### config.mk
export PLATFORM = sky130hd
export DESIGN_NAME = store_forward_queue_unit_flat
export DESIGN_NICKNAME = d
export VERILOG_FILES = /design/src/rtl/core/sfq_pkg.sv /design/src/rtl/core/sfq_cmd_if.sv /design/src/rtl/core/sfq_res_if.sv /design/src/rtl/core/store_forward_queue_unit.sv /design/src/rtl/core/sfq_ram.sv /design/src/rtl/core/sfq_cfg_regs.sv /design/src/rtl/core/sfq_cmp_unit.sv /design/src/flat_wrapper.sv
export VERILOG_INCLUDE_DIRS = /design/src /design/src/rtl/core
export SDC_FILE = /design/constraint.sdc
export NUM_CORES = 2
export LEC_CHECK = 0
export BUFFER_PORTS_ARGS = -buffer_cell sky130_fd_sc_hd__buf_2
export CORE_ASPECT_RATIO = 1.5
export CORE_MARGIN = 2
export CORE_UTILIZATION = 42
export CTS_BUF_LIST = sky130_fd_sc_hd__clkbuf_16
export DETAILED_ROUTE_END_ITERATION = 8
export PLACE_DENSITY = 0.55
export SKIP_LAST_GASP = 1
export SLEW_MARGIN = 0
export SYNTH_ARGS = -nofsm -noshare
export SYNTH_HDL_FRONTEND = slang
export SYNTH_SLANG_ARGS = --single-unit
export TNS_END_PERCENT = 10
### constraint.sdc
create_clock -name clk -period 19.46 [get_ports clk]
set_clock_uncertainty 0.15 [all_clocks]
set_input_delay 0.973 -clock clk [delete_from_list [all_inputs] [get_ports clk]]
set_output_delay 0.973 -clock clk [all_outputs]
set_load 0.01 [all_outputs]
### src/rtl/core/assert_macros.svh
// shared assertion shorthands for the queue rtl
`ifndef ASSERT_MACROS_SVH
`define ASSERT_MACROS_SVH

// condition holds at every clock edge out of reset
`define ASSERT_HOLDS(lbl, clk, rst_n, cond) \
    lbl: assert property (@(posedge clk) disable iff (!rst_n) (cond)) \
        else $error("invariant violated");

// consequent holds in the same cycle as the antecedent
`define ASSERT_IMPLIES(lbl, clk, rst_n, ante, cons) \
    lbl: assert property (@(posedge clk) disable iff (!rst_n) (ante) |-> (cons)) \
        else $error("implication violated");

// consequent holds in the cycle after the antecedent
`define ASSERT_NEXT(lbl, clk, rst_n, ante, cons) \
    lbl: assert property (@(posedge clk) disable iff (!rst_n) (ante) |=> (cons)) \
        else $error("next-cycle implication violated");

`endif

### src/rtl/core/sfq_pkg.sv
package sfq_pkg;

    localparam int SFQ_QUEUE_DEPTH = 8;
    localparam int MAX_RESULTS     = 8;
    localparam int RES_IDX_W       = 3;
    localparam int RES_CNT_W       = 4;

    localparam int ADDR_W  = 48;
    localparam int ID_W    = 32;
    localparam int TIME_W  = 32;
    localparam int RETRY_W = 4;
    localparam int SLOT_W  = 3;
    localparam int COUNT_W = 4;

    localparam int PADDR_W = 5;
    localparam int PDATA_W = 64;

    localparam logic [RETRY_W-1:0] RETRY_MAX = '1;

    localparam logic [ADDR_W-1:0]  OWN_ADDR_RESET    = '0;
    localparam logic [TIME_W-1:0]  EXPIRE_RESET      = 32'd300000;
    localparam logic [RETRY_W-1:0] RETRY_LIMIT_RESET = 4'd3;

    // register index, taken from paddr[4:3]
    localparam logic [1:0] REG_OWN_ADDR    = 2'd0;
    localparam logic [1:0] REG_EXPIRE_MS   = 2'd1;
    localparam logic [1:0] REG_RETRY_LIMIT = 2'd2;

    typedef enum logic [1:0] {
        OP_STORE   = 2'd0,
        OP_ACK     = 2'd1,
        OP_DELIVER = 2'd2,
        OP_TICK    = 2'd3
    } op_t;

    typedef enum logic [1:0] {
        ST_IDLE,
        ST_SCAN,
        ST_EMIT
    } sfq_state_t;

    typedef struct packed {
        logic [ADDR_W-1:0]  target;
        logic [ID_W-1:0]    msg_id;
        logic [TIME_W-1:0]  stamp;
        logic [RETRY_W-1:0] retries;
    } entry_t;

    localparam int ENTRY_W = $bits(entry_t);

    typedef struct packed {
        logic              hit;
        logic [SLOT_W-1:0] slot;
        logic              evicted;
        logic [ID_W-1:0]   entry_id;
    } res_t;

    typedef struct packed {
        logic [ADDR_W-1:0]  own_address;
        logic [TIME_W-1:0]  expire_ms;
        logic [RETRY_W-1:0] retry_limit;
    } cfg_t;

    typedef struct packed {
        op_t               op;
        entry_t            entry;
        logic [ADDR_W-1:0] addr;
        logic [ID_W-1:0]   id;
        logic [TIME_W-1:0] now;
        logic [TIME_W-1:0] otime;
        logic [TIME_W-1:0] expire;
    } cmp_req_t;

endpackage

### src/rtl/core/sfq_cmd_if.sv
interface sfq_cmd_if import sfq_pkg::*; ();
    logic              valid;
    logic              ready;
    logic [1:0]        opcode;
    logic [ADDR_W-1:0] peer_addr;
    logic [ID_W-1:0]   message_id;
    logic [TIME_W-1:0] now_ms;
    logic              send_ok;

    modport source (
        output valid, opcode, peer_addr, message_id, now_ms, send_ok,
        input  ready
    );

    modport sink (
        input  valid, opcode, peer_addr, message_id, now_ms, send_ok,
        output ready
    );
endinterface

### src/rtl/core/sfq_res_if.sv
interface sfq_res_if import sfq_pkg::*; ();
    logic               valid;
    logic               ready;
    logic               hit;
    logic [SLOT_W-1:0]  slot;
    logic               evicted;
    logic [ID_W-1:0]    entry_id;
    logic [COUNT_W-1:0] expired_count;
    logic [COUNT_W-1:0] live_count;
    logic               last;

    modport source (
        output valid, hit, slot, evicted, entry_id, expired_count, live_count, last,
        input  ready
    );

    modport sink (
        input  valid, hit, slot, evicted, entry_id, expired_count, live_count, last,
        output ready
    );
endinterface

### src/rtl/core/store_forward_queue_unit.sv
// store-and-forward message queue with oldest-entry replacement
// cmd channel: one word per operation (store, ack, deliver, expiry tick);
// res channel: one or more result words per operation, the final one
// carrying last. every result word reports the live count after the
// whole operation.
// an operation scans all QUEUE_DEPTH slots through the single read port
// of the entry ram, one slot per cycle, with one shared compare unit,
// then emits its result words (deliver up to 8, the others exactly one).
// cmd ready is high only while idle, so one operation is in flight; the
// next command can be taken in the cycle after the last result word is
// accepted.
// reset clears the valid bits and the live count; entry payloads stay
// undefined until stored. configuration resets to own_address 0,
// expire_ms 300000, retry_limit 3.
// if the receiver holds res ready low, the current result word stays
// on the port unchanged and no new command is taken until the last
// result word has been accepted.
`include "assert_macros.svh"

module store_forward_queue_unit import sfq_pkg::*; #(
    parameter int QUEUE_DEPTH = SFQ_QUEUE_DEPTH
) (
    input  logic               clk,
    input  logic               rst_n,
    sfq_cmd_if.sink            cmd,
    sfq_res_if.source          res,
    input  logic               psel,
    input  logic               penable,
    input  logic               pwrite,
    input  logic [PADDR_W-1:0] paddr,
    input  logic [PDATA_W-1:0] pwdata,
    output logic [PDATA_W-1:0] prdata,
    output logic               pready
);

    localparam int IDX_W = (QUEUE_DEPTH > 1) ? $clog2(QUEUE_DEPTH) : 1;
    localparam int CNT_W = $clog2(QUEUE_DEPTH + 1);
    localparam logic [CNT_W-1:0] DEPTH_CNT = CNT_W'(QUEUE_DEPTH);

    cfg_t cfg;

    sfq_state_t state_reg, state_next;

    op_t               op_reg, op_next;
    logic [ADDR_W-1:0] addr_reg, addr_next;
    logic [ID_W-1:0]   id_reg, id_next;
    logic [TIME_W-1:0] now_reg, now_next;
    logic              ok_reg, ok_next;
    logic              own_match_reg, own_match_next;

    logic [CNT_W-1:0]       scan_reg, scan_next;
    logic                   pend_reg, pend_next;
    logic [IDX_W-1:0]       eval_reg, eval_next;
    logic [QUEUE_DEPTH-1:0] valid_reg, valid_next;
    logic [CNT_W-1:0]       live_reg, live_next;
    logic                   free_found_reg, free_found_next;
    logic [IDX_W-1:0]       free_idx_reg, free_idx_next;
    logic [IDX_W-1:0]       oldest_reg, oldest_next;
    logic [TIME_W-1:0]      otime_reg, otime_next;
    logic                   found_reg, found_next;
    logic [CNT_W-1:0]       expc_reg, expc_next;
    logic [RES_CNT_W-1:0]   res_cnt_reg, res_cnt_next;
    logic [RES_IDX_W-1:0]   emit_reg, emit_next;

    res_t                 res_buf_reg [MAX_RESULTS];
    logic                 buf_we;
    logic [RES_IDX_W-1:0] buf_idx;
    res_t                 buf_data;

    logic               ram_we;
    logic [IDX_W-1:0]   ram_waddr;
    entry_t             ram_wdata;
    logic [IDX_W-1:0]   ram_raddr;
    logic [ENTRY_W-1:0] ram_rdata;
    entry_t             rd_entry;

    cmp_req_t             cmp_req;
    logic                 cmp_match;
    logic                 ev_valid;
    logic [RETRY_W-1:0]   retries_new;
    logic                 retire;
    logic [IDX_W-1:0]     store_slot;
    res_t                 cur_res;
    logic                 is_last;

    sfq_cfg_regs u_cfg (
        .clk     (clk),
        .rst_n   (rst_n),
        .psel    (psel),
        .penable (penable),
        .pwrite  (pwrite),
        .paddr   (paddr),
        .pwdata  (pwdata),
        .prdata  (prdata),
        .pready  (pready),
        .cfg     (cfg)
    );

    sfq_ram #(
        .WIDTH (ENTRY_W),
        .DEPTH (QUEUE_DEPTH)
    ) u_ram (
        .clk   (clk),
        .we    (ram_we),
        .waddr (ram_waddr),
        .wdata (ram_wdata),
        .raddr (ram_raddr),
        .rdata (ram_rdata)
    );

    assign rd_entry = entry_t'(ram_rdata);

    assign cmp_req.op     = op_reg;
    assign cmp_req.entry  = rd_entry;
    assign cmp_req.addr   = addr_reg;
    assign cmp_req.id     = id_reg;
    assign cmp_req.now    = now_reg;
    assign cmp_req.otime  = otime_reg;
    assign cmp_req.expire = cfg.expire_ms;

    sfq_cmp_unit u_cmp (
        .req   (cmp_req),
        .match (cmp_match)
    );

    assign ev_valid    = valid_reg[eval_reg];
    assign retries_new = (rd_entry.retries == RETRY_MAX) ? RETRY_MAX
                                                         : rd_entry.retries + 1'b1;
    assign retire      = ok_reg && (retries_new >= cfg.retry_limit);
    assign store_slot  = free_found_reg ? free_idx_reg : oldest_reg;

    assign cur_res = res_buf_reg[emit_reg];
    assign is_last = (RES_CNT_W'(emit_reg) + 1'b1) == res_cnt_reg;

    assign res.hit           = cur_res.hit;
    assign res.slot          = cur_res.slot;
    assign res.evicted       = cur_res.evicted;
    assign res.entry_id      = cur_res.entry_id;
    assign res.expired_count = (op_reg == OP_TICK) ? COUNT_W'(expc_reg) : '0;
    assign res.live_count    = COUNT_W'(live_reg);
    assign res.last          = is_last;

    always_ff @(posedge clk or negedge rst_n)
    begin
        if (!rst_n)
        begin
            state_reg      <= ST_IDLE;
            scan_reg       <= '0;
            pend_reg       <= 1'b0;
            eval_reg       <= '0;
            valid_reg      <= '0;
            live_reg       <= '0;
            free_found_reg <= 1'b0;
            free_idx_reg   <= '0;
            oldest_reg     <= '0;
            otime_reg      <= '1;
            found_reg      <= 1'b0;
            expc_reg       <= '0;
            res_cnt_reg    <= '0;
            emit_reg       <= '0;
        end
        else
        begin
            state_reg      <= state_next;
            scan_reg       <= scan_next;
            pend_reg       <= pend_next;
            eval_reg       <= eval_next;
            valid_reg      <= valid_next;
            live_reg       <= live_next;
            free_found_reg <= free_found_next;
            free_idx_reg   <= free_idx_next;
            oldest_reg     <= oldest_next;
            otime_reg      <= otime_next;
            found_reg      <= found_next;
            expc_reg       <= expc_next;
            res_cnt_reg    <= res_cnt_next;
            emit_reg       <= emit_next;
        end
    end

    always_ff @(posedge clk)
    begin
        op_reg        <= op_next;
        addr_reg      <= addr_next;
        id_reg        <= id_next;
        now_reg       <= now_next;
        ok_reg        <= ok_next;
        own_match_reg <= own_match_next;
        if (buf_we)
        begin
            res_buf_reg[buf_idx] <= buf_data;
        end
    end

    always_comb
    begin
        state_next      = state_reg;
        op_next         = op_reg;
        addr_next       = addr_reg;
        id_next         = id_reg;
        now_next        = now_reg;
        ok_next         = ok_reg;
        own_match_next  = own_match_reg;
        scan_next       = scan_reg;
        pend_next       = pend_reg;
        eval_next       = eval_reg;
        valid_next      = valid_reg;
        live_next       = live_reg;
        free_found_next = free_found_reg;
        free_idx_next   = free_idx_reg;
        oldest_next     = oldest_reg;
        otime_next      = otime_reg;
        found_next      = found_reg;
        expc_next       = expc_reg;
        res_cnt_next    = res_cnt_reg;
        emit_next       = emit_reg;

        buf_we    = 1'b0;
        buf_idx   = '0;
        buf_data  = '0;
        ram_we    = 1'b0;
        ram_waddr = eval_reg;
        ram_wdata = rd_entry;
        ram_raddr = scan_reg[IDX_W-1:0];

        cmd.ready = 1'b0;
        res.valid = 1'b0;

        unique case (state_reg)
            ST_IDLE:
            begin
                cmd.ready = 1'b1;
                if (cmd.valid)
                begin
                    op_next         = op_t'(cmd.opcode);
                    addr_next       = cmd.peer_addr;
                    id_next         = cmd.message_id;
                    now_next        = cmd.now_ms;
                    ok_next         = cmd.send_ok;
                    own_match_next  = (cmd.peer_addr == cfg.own_address);
                    scan_next       = '0;
                    pend_next       = 1'b0;
                    free_found_next = 1'b0;
                    free_idx_next   = '0;
                    oldest_next     = '0;
                    otime_next      = '1;
                    found_next      = 1'b0;
                    expc_next       = '0;
                    res_cnt_next    = '0;
                    emit_next       = '0;
                    state_next      = ST_SCAN;
                end
            end

            ST_SCAN:
            begin
                // read of the next slot overlaps the evaluation of the previous one
                if (scan_reg != DEPTH_CNT)
                begin
                    scan_next = scan_reg + 1'b1;
                    pend_next = 1'b1;
                    eval_next = scan_reg[IDX_W-1:0];
                end
                else
                begin
                    pend_next = 1'b0;
                end

                if (pend_reg)
                begin
                    unique case (op_reg)
                        OP_STORE:
                        begin
                            if (!ev_valid)
                            begin
                                if (!free_found_reg)
                                begin
                                    free_found_next = 1'b1;
                                    free_idx_next   = eval_reg;
                                end
                            end
                            else if (cmp_match)
                            begin
                                otime_next  = rd_entry.stamp;
                                oldest_next = eval_reg;
                            end
                        end
                        OP_ACK:
                        begin
                            if (own_match_reg && !found_reg && ev_valid && cmp_match)
                            begin
                                valid_next[eval_reg] = 1'b0;
                                live_next            = live_reg - 1'b1;
                                found_next           = 1'b1;
                                buf_we               = 1'b1;
                                buf_idx              = '0;
                                buf_data.hit         = 1'b1;
                                buf_data.slot        = SLOT_W'(eval_reg);
                                buf_data.evicted     = 1'b0;
                                buf_data.entry_id    = rd_entry.msg_id;
                            end
                        end
                        OP_DELIVER:
                        begin
                            if (ev_valid && cmp_match)
                            begin
                                if (ok_reg)
                                begin
                                    ram_we            = 1'b1;
                                    ram_wdata.retries = retries_new;
                                end
                                if (retire)
                                begin
                                    valid_next[eval_reg] = 1'b0;
                                    live_next            = live_reg - 1'b1;
                                end
                                // only the first eight deliveries are reported
                                if (res_cnt_reg < RES_CNT_W'(MAX_RESULTS))
                                begin
                                    buf_we            = 1'b1;
                                    buf_idx           = res_cnt_reg[RES_IDX_W-1:0];
                                    buf_data.hit      = 1'b1;
                                    buf_data.slot     = SLOT_W'(eval_reg);
                                    buf_data.evicted  = retire;
                                    buf_data.entry_id = rd_entry.msg_id;
                                    res_cnt_next      = res_cnt_reg + 1'b1;
                                end
                            end
                        end
                        OP_TICK:
                        begin
                            if (ev_valid && cmp_match)
                            begin
                                valid_next[eval_reg] = 1'b0;
                                live_next            = live_reg - 1'b1;
                                expc_next            = expc_reg + 1'b1;
                            end
                        end
                        default: ;
                    endcase
                end
                else if (scan_reg == DEPTH_CNT)
                begin
                    state_next   = ST_EMIT;
                    res_cnt_next = RES_CNT_W'(1);
                    unique case (op_reg)
                        OP_STORE:
                        begin
                            ram_we                 = 1'b1;
                            ram_waddr              = store_slot;
                            ram_wdata.target       = addr_reg;
                            ram_wdata.msg_id       = id_reg;
                            ram_wdata.stamp        = now_reg;
                            ram_wdata.retries      = '0;
                            valid_next[store_slot] = 1'b1;
                            if (free_found_reg)
                            begin
                                live_next = live_reg + 1'b1;
                            end
                            buf_we            = 1'b1;
                            buf_data.hit      = 1'b1;
                            buf_data.slot     = SLOT_W'(store_slot);
                            buf_data.evicted  = !free_found_reg;
                            buf_data.entry_id = id_reg;
                        end
                        OP_ACK:
                        begin
                            buf_we = !found_reg;
                        end
                        OP_DELIVER:
                        begin
                            if (res_cnt_reg != '0)
                            begin
                                res_cnt_next = res_cnt_reg;
                            end
                            else
                            begin
                                buf_we = 1'b1;
                            end
                        end
                        OP_TICK:
                        begin
                            buf_we = 1'b1;
                        end
                        default: ;
                    endcase
                end
            end

            ST_EMIT:
            begin
                res.valid = 1'b1;
                if (res.ready)
                begin
                    if (is_last)
                    begin
                        state_next = ST_IDLE;
                    end
                    else
                    begin
                        emit_next = emit_reg + 1'b1;
                    end
                end
            end

            default:
            begin
                state_next = ST_IDLE;
            end
        endcase
    end

    `ASSERT_HOLDS(a_live_matches_valid, clk, rst_n, $countones(valid_reg) == int'(live_reg))
    `ASSERT_HOLDS(a_live_bounded, clk, rst_n, live_reg <= DEPTH_CNT)
    `ASSERT_IMPLIES(a_no_accept_while_emit, clk, rst_n, res.valid, !cmd.ready)
    `ASSERT_NEXT(a_idle_after_last, clk, rst_n, res.valid && res.ready && res.last, state_reg == ST_IDLE)

endmodule

### src/rtl/core/sfq_ram.sv
module sfq_ram #(
    parameter int WIDTH = 8,
    parameter int DEPTH = 8,
    localparam int AW   = (DEPTH > 1) ? $clog2(DEPTH) : 1
) (
    input  logic             clk,
    input  logic             we,
    input  logic [AW-1:0]    waddr,
    input  logic [WIDTH-1:0] wdata,
    input  logic [AW-1:0]    raddr,
    output logic [WIDTH-1:0] rdata
);

    logic [WIDTH-1:0] mem [DEPTH];

    always_ff @(posedge clk)
    begin
        if (we)
        begin
            mem[waddr] <= wdata;
        end
        rdata <= mem[raddr];
    end

endmodule

### src/rtl/core/sfq_cfg_regs.sv
module sfq_cfg_regs import sfq_pkg::*; (
    input  logic               clk,
    input  logic               rst_n,
    input  logic               psel,
    input  logic               penable,
    input  logic               pwrite,
    input  logic [PADDR_W-1:0] paddr,
    input  logic [PDATA_W-1:0] pwdata,
    output logic [PDATA_W-1:0] prdata,
    output logic               pready,
    output cfg_t               cfg
);

    cfg_t       cfg_reg;
    logic [1:0] reg_idx;
    logic       wr_en;

    assign pready  = 1'b1;
    assign reg_idx = paddr[PADDR_W-1:3];
    assign wr_en   = psel & penable & pwrite & pready;
    assign cfg     = cfg_reg;

    always_ff @(posedge clk or negedge rst_n)
    begin
        if (!rst_n)
        begin
            cfg_reg.own_address <= OWN_ADDR_RESET;
            cfg_reg.expire_ms   <= EXPIRE_RESET;
            cfg_reg.retry_limit <= RETRY_LIMIT_RESET;
        end
        else if (wr_en)
        begin
            unique case (reg_idx)
                REG_OWN_ADDR:    cfg_reg.own_address <= pwdata[ADDR_W-1:0];
                REG_EXPIRE_MS:   cfg_reg.expire_ms   <= pwdata[TIME_W-1:0];
                REG_RETRY_LIMIT: cfg_reg.retry_limit <= pwdata[RETRY_W-1:0];
                default:         ;
            endcase
        end
    end

    always_comb
    begin
        unique case (reg_idx)
            REG_OWN_ADDR:    prdata = PDATA_W'(cfg_reg.own_address);
            REG_EXPIRE_MS:   prdata = PDATA_W'(cfg_reg.expire_ms);
            REG_RETRY_LIMIT: prdata = PDATA_W'(cfg_reg.retry_limit);
            default:         prdata = '0;
        endcase
    end

endmodule

### src/rtl/core/sfq_cmp_unit.sv
module sfq_cmp_unit import sfq_pkg::*; (
    input  cmp_req_t req,
    output logic     match
);

    logic [ADDR_W-1:0] opa;
    logic [ADDR_W-1:0] opb;
    logic              use_eq;
    logic [TIME_W-1:0] age;

    // wrapping age of the entry
    assign age = req.now - req.entry.stamp;

    always_comb
    begin
        unique case (req.op)
            OP_STORE:
            begin
                opa    = ADDR_W'(req.entry.stamp);
                opb    = ADDR_W'(req.otime);
                use_eq = 1'b0;
            end
            OP_ACK:
            begin
                opa    = ADDR_W'(req.entry.msg_id);
                opb    = ADDR_W'(req.id);
                use_eq = 1'b1;
            end
            OP_DELIVER:
            begin
                opa    = req.entry.target;
                opb    = req.addr;
                use_eq = 1'b1;
            end
            OP_TICK:
            begin
                opa    = ADDR_W'(req.expire);
                opb    = ADDR_W'(age);
                use_eq = 1'b0;
            end
            default:
            begin
                opa    = '0;
                opb    = '0;
                use_eq = 1'b1;
            end
        endcase
        match = use_eq ? (opa == opb) : (opa < opb);
    end

endmodule

### src/flat_wrapper.sv
// flat-port wrapper written by rule: the top's interface ports become plain ports
module store_forward_queue_unit_flat import sfq_pkg::*;
#(
    parameter int QUEUE_DEPTH = SFQ_QUEUE_DEPTH
)
  (clk, rst_n, psel, penable, pwrite, paddr, pwdata, prdata, pready, cmd_valid, cmd_opcode, cmd_peer_addr, cmd_message_id, cmd_now_ms, cmd_send_ok, cmd_ready, res_valid, res_hit, res_slot, res_evicted, res_entry_id, res_expired_count, res_live_count, res_last, res_ready);
  sfq_cmd_if cmd_i ();
  sfq_res_if res_i ();
  input  logic clk;
  input  logic rst_n;
  input  logic psel;
  input  logic penable;
  input  logic pwrite;
  input  logic [PADDR_W-1:0] paddr;
  input  logic [PDATA_W-1:0] pwdata;
  output logic [PDATA_W-1:0] prdata;
  output logic pready;
  input wire logic [$bits(cmd_i.valid)-1:0] cmd_valid;
  input wire logic [$bits(cmd_i.opcode)-1:0] cmd_opcode;
  input wire logic [$bits(cmd_i.peer_addr)-1:0] cmd_peer_addr;
  input wire logic [$bits(cmd_i.message_id)-1:0] cmd_message_id;
  input wire logic [$bits(cmd_i.now_ms)-1:0] cmd_now_ms;
  input wire logic [$bits(cmd_i.send_ok)-1:0] cmd_send_ok;
  output wire logic [$bits(cmd_i.ready)-1:0] cmd_ready;
  output wire logic [$bits(res_i.valid)-1:0] res_valid;
  output wire logic [$bits(res_i.hit)-1:0] res_hit;
  output wire logic [$bits(res_i.slot)-1:0] res_slot;
  output wire logic [$bits(res_i.evicted)-1:0] res_evicted;
  output wire logic [$bits(res_i.entry_id)-1:0] res_entry_id;
  output wire logic [$bits(res_i.expired_count)-1:0] res_expired_count;
  output wire logic [$bits(res_i.live_count)-1:0] res_live_count;
  output wire logic [$bits(res_i.last)-1:0] res_last;
  input wire logic [$bits(res_i.ready)-1:0] res_ready;
  assign cmd_i.valid = cmd_valid;
  assign cmd_i.opcode = cmd_opcode;
  assign cmd_i.peer_addr = cmd_peer_addr;
  assign cmd_i.message_id = cmd_message_id;
  assign cmd_i.now_ms = cmd_now_ms;
  assign cmd_i.send_ok = cmd_send_ok;
  assign cmd_ready = cmd_i.ready;
  assign res_valid = res_i.valid;
  assign res_hit = res_i.hit;
  assign res_slot = res_i.slot;
  assign res_evicted = res_i.evicted;
  assign res_entry_id = res_i.entry_id;
  assign res_expired_count = res_i.expired_count;
  assign res_live_count = res_i.live_count;
  assign res_last = res_i.last;
  assign res_i.ready = res_ready;
  store_forward_queue_unit #(.QUEUE_DEPTH(QUEUE_DEPTH)) u_core (.clk(clk), .rst_n(rst_n), .cmd(cmd_i), .res(res_i), .psel(psel), .penable(penable), .pwrite(pwrite), .paddr(paddr), .pwdata(pwdata), .prdata(prdata), .pready(pready));
endmodule
==> results.py <==
metrics = {
    "die": {
        "die_h_um": 489.2,
        "core_area_um2": 156300,
        "rows": 178,
        "io-pin-count": 304,
        "die_w_um": 327.5,
        "die_area_um2": 160200,
        "initial_core_util": 0.4216,
    },
    "grt": {
        "grt_pass1_wl_mm": 265.1,
        "grt_pass1_vias": 36680,
        "grt_usage": 0.2318,
        "grt_max_degree": 135,
        "overflow": 0,
        "antenna_found_initial": 13,
    },
    "status": {
        "violations": "DRC",
        "status": "complete, but fails checks",
    },
    "cts": {
        "cts_setup_buffers": 0,
        "cts_tree": "done",
        "cts_sinks": 1613,
        "cts_resized": 0,
        "cts_buffer_depth": 3,
        "cts_buffers": 157,
        "cts.clk_slew.worst_paths_ns": 0.06,
        "cts_root_buf": "clkbuf_16",
        "cts_max_level": 4,
        "clk-insertion-delay-late_ns": 0.80,
    },
    "detailed_routing": {
        "first_iter_violations": 3610,
        "routed_wirelength_mm": 186.5,
        "detail-route-antenna-nets": 0,
        "wl_per_cell_um": 29.46,
        "avgViaCountPerCell": 5.766,
        "remaining_drc_errors": 8,
        "drtPass1Iterations": 9,
        "dr_total_vias": 36510,
    },
    "yosys": {
        "synthCells": 3830,
        "synth_compound_area_frac": 0.04200,
        "avgSynthCellArea_um2": 17.21,
        "synth_edf_count": 1340,
        "ys_seq_elements": 1613,
        "synth_adder_area_share": 0.01883,
        "synthesis.area_um2": 65920,
        "synth_ff_type": "edfxtp_1",
        "ys_warn_count": 0,
        "synth_top_family_by_area": "multiplexers",
        "yosysSeqAreaShare": 0.7060,
        "synthXorXnorAreaFrac": 0.01063,
        "synthSimpleGateAreaFrac": 0.04737,
        "yosys.cell_types.count": 74,
        "synthMuxAreaShare": 0.1578,
        "postSynth.asyncResetShare": 0.09733,
    },
    "sta": {
        "fin_tns_setup_ns": 0,
        "finalCritPeriodShare": 0.4752,
        "whs_ns": 0.2031,
        "hold_viol_final": 0,
        "slew_headroom": 0.1336,
        "slew_violations": 0,
        "final-setup-viol-count": 0,
        "fin_crit_ns": 9.248,
        "max_freq_mhz": 108.1,
        "finalWorstSetupSlack_ns": 10.21,
        "worst_pin_slew_ns": 1.300,
        "rsz0062_at_grt": "no",
    },
    "finish": {
        "stdcell_area_um2": 74930,
        "largest_register_ffs": 928,
        "final_nets": 4415,
        "layout_common_cells": "edfxtp_1 (1,340), nand2_1 (419), mux4_2 (307), buf_2 (266), mux2_2 (242)",
        "n_fill_cell": 13430,
        "area_delta_synth_final_pct": 13.66,
        "drive_above_1_share": 0.2785,
        "final_common_cell": "edfxtp_1",
    },
    "critical_path": {
        "r2r_slack_ns": 10.21,
        "r2r-end": "u_core.u_ram.mem[0][72]",
        "critPathMaxFanout": 50,
        "crit_end": "u_core.u_ram.mem[0][72]",
        "startpoint": "u_core.u_ram.rdata[5]",
        "r2r-start": "u_core.u_ram.rdata[5]",
        "critical_path_class": "reg2reg",
        "worstPathArrival_ns": 9.50,
        "crit_path_start_kind": "flop",
        "cp.required_ns": 19.71,
        "cp-end-kind": "flop",
        "reg2reg_depth": 22,
    },
    "pwr": {
        "power.density_nw_per_um2": 150.3,
        "p_int_mw": 7.670,
        "p_seq_frac": 0.454,
        "power_switching_mw": 3.593,
        "power_mw": 11.26,
        "swShare": 0.3190,
        "vdd_drop_max_mv": 0.08612,
        "pwr-share-clk": 0.269,
        "leakage_nw": 26.27,
        "p_comb_frac": 0.277,
    },
    "worst_hold_path": {
        "hold_class": "in2reg",
        "hp-start": "cmd_message_id[21]",
    },
    "placement": {
        "pre_cts_ws_ns": 10.39,
        "port_buffers": 267,
        "globalplace.congestion": 0.8600,
        "dpl-instance-area_um2": 69830,
        "dp_hpwl_mm": 115.4,
    },
    "run": {
        "cap_violations": 0,
    },
}
-- worst max-delay path: stages, from the launching register on --
cell      delay, ns
dfxtp_1        0.36
inv_1          0.11
ha_1           0.28
nor2b_1        0.15
o31ai_1        0.09
buf_4          0.17
a211o_1        0.31
o311a_1        0.37
o21ai_0        0.60
o41ai_1        0.26
o41ai_1        0.68
mux2i_1        0.25
o221ai_1       0.14
ha_1           0.35
nand4_1        0.20
nor4_1         0.78
nand3_1        0.18
nor4_2         0.45
nor2_1         0.13
o21ai_0        0.34
nand4_1        0.49
nor2_4         1.04
buf_4          0.89
-- power groups by stage --
stage	logic (mW)	clock network [mW]	registers [mW]
final	3.12	3.03	5.11
after global routing	3.39	3.23	5.15
after CTS	3.15	3.10	5.11
after detailed placement	3.14	0	5.18
after global placement	3.09	0	5.16
after floorplan	2.21	0	4.95
-- how the worst min path moves through the flow --
stage / endpoint / depth (start not counted)
after floorplan: u_core.otime_reg[10] / 2
after global routing: u_core.now_reg[30] / 1
final: u_core.id_reg[21] / 1
after global placement: u_core.otime_reg[5] / 2
after CTS: u_core.id_reg[23] / 1
after detailed placement: u_core.otime_reg[5] / 2
-- area by class of cell --
| class | instances | area (um^2) | area share |
|---|---|---|---|
| Clock inverter | 128 | 996.0 | 0.01329 |
| Antenna cell | 4 | 10.01 | 0.0001336 |
| Inverter | 71 | 272.8 | 0.003640 |
| Multi-Input combinational cell | 1947 | 18510 | 0.2470 |
| Tap cell | 2070 | 2590 | 0.03457 |
| Clock buffer | 163 | 4079 | 0.05444 |
| Timing Repair Buffer | 336 | 1913 | 0.02553 |
| Sequential cell | 1613 | 46560 | 0.6214 |
-- stage by stage --
step | std cells | util
6_report | 6332 | 0.4792
5_1_grt | 6329 | 0.4792
4_1_cts | 6328 | 0.4792
3_5_place_dp | 6036 | 0.4467
3_3_place_gp | 6036 | 0.4467
2_1_floorplan | 3845 | -
-- synthesized netlist by cell type (59+ instances only) --
cell type	instances	share of area
inv_1	68	0.0039
mux4_2	307	0.10
mux2i_1	72	0.011
xor2_1	59	0.0078
ha_1	96	0.018
nor2_1	122	0.0069
a21oi_1	82	0.0062
edfxtp_1	1340	0.61
dfrtp_1	115	0.044
dfxtp_1	116	0.035
clkbuf_1	158	0.0090
nand2_1	419	0.024
o21ai_0	104	0.0079
mux2_2	242	0.041
-- per-layer routing --
metal / vias up / GRT usage / wire length, um
li1: 15590 / - / -
met1: 19280 / 0.3246 / 80000
met2: 1381 / 0.3690 / 88190
met3: 251 / 0.04530 / 13050
met4: 4 / 0.06788 / 5251
met5: - / 0 / 27
-- logic make-up (layout without fill, tap and decap cells) --
kind of cell               after synthesis  in the layout
AOI/OAI and AO/OA                      408            408
xor gates and xnor gates                80             80
adders and majority gates               98             98
buffers and inverters                  285            698
DFF                                   1613           1613
muxes                                  623            623
other                                    2             21
and+or+nand+nor                        721            721
-- timing repair --
item | CTS | global route
hold endpoints to repair | 54 | 0
setup endpoints to repair | 0 | 0
hold buffers | 1 | 0
Power figures use the tool's default switching activity.
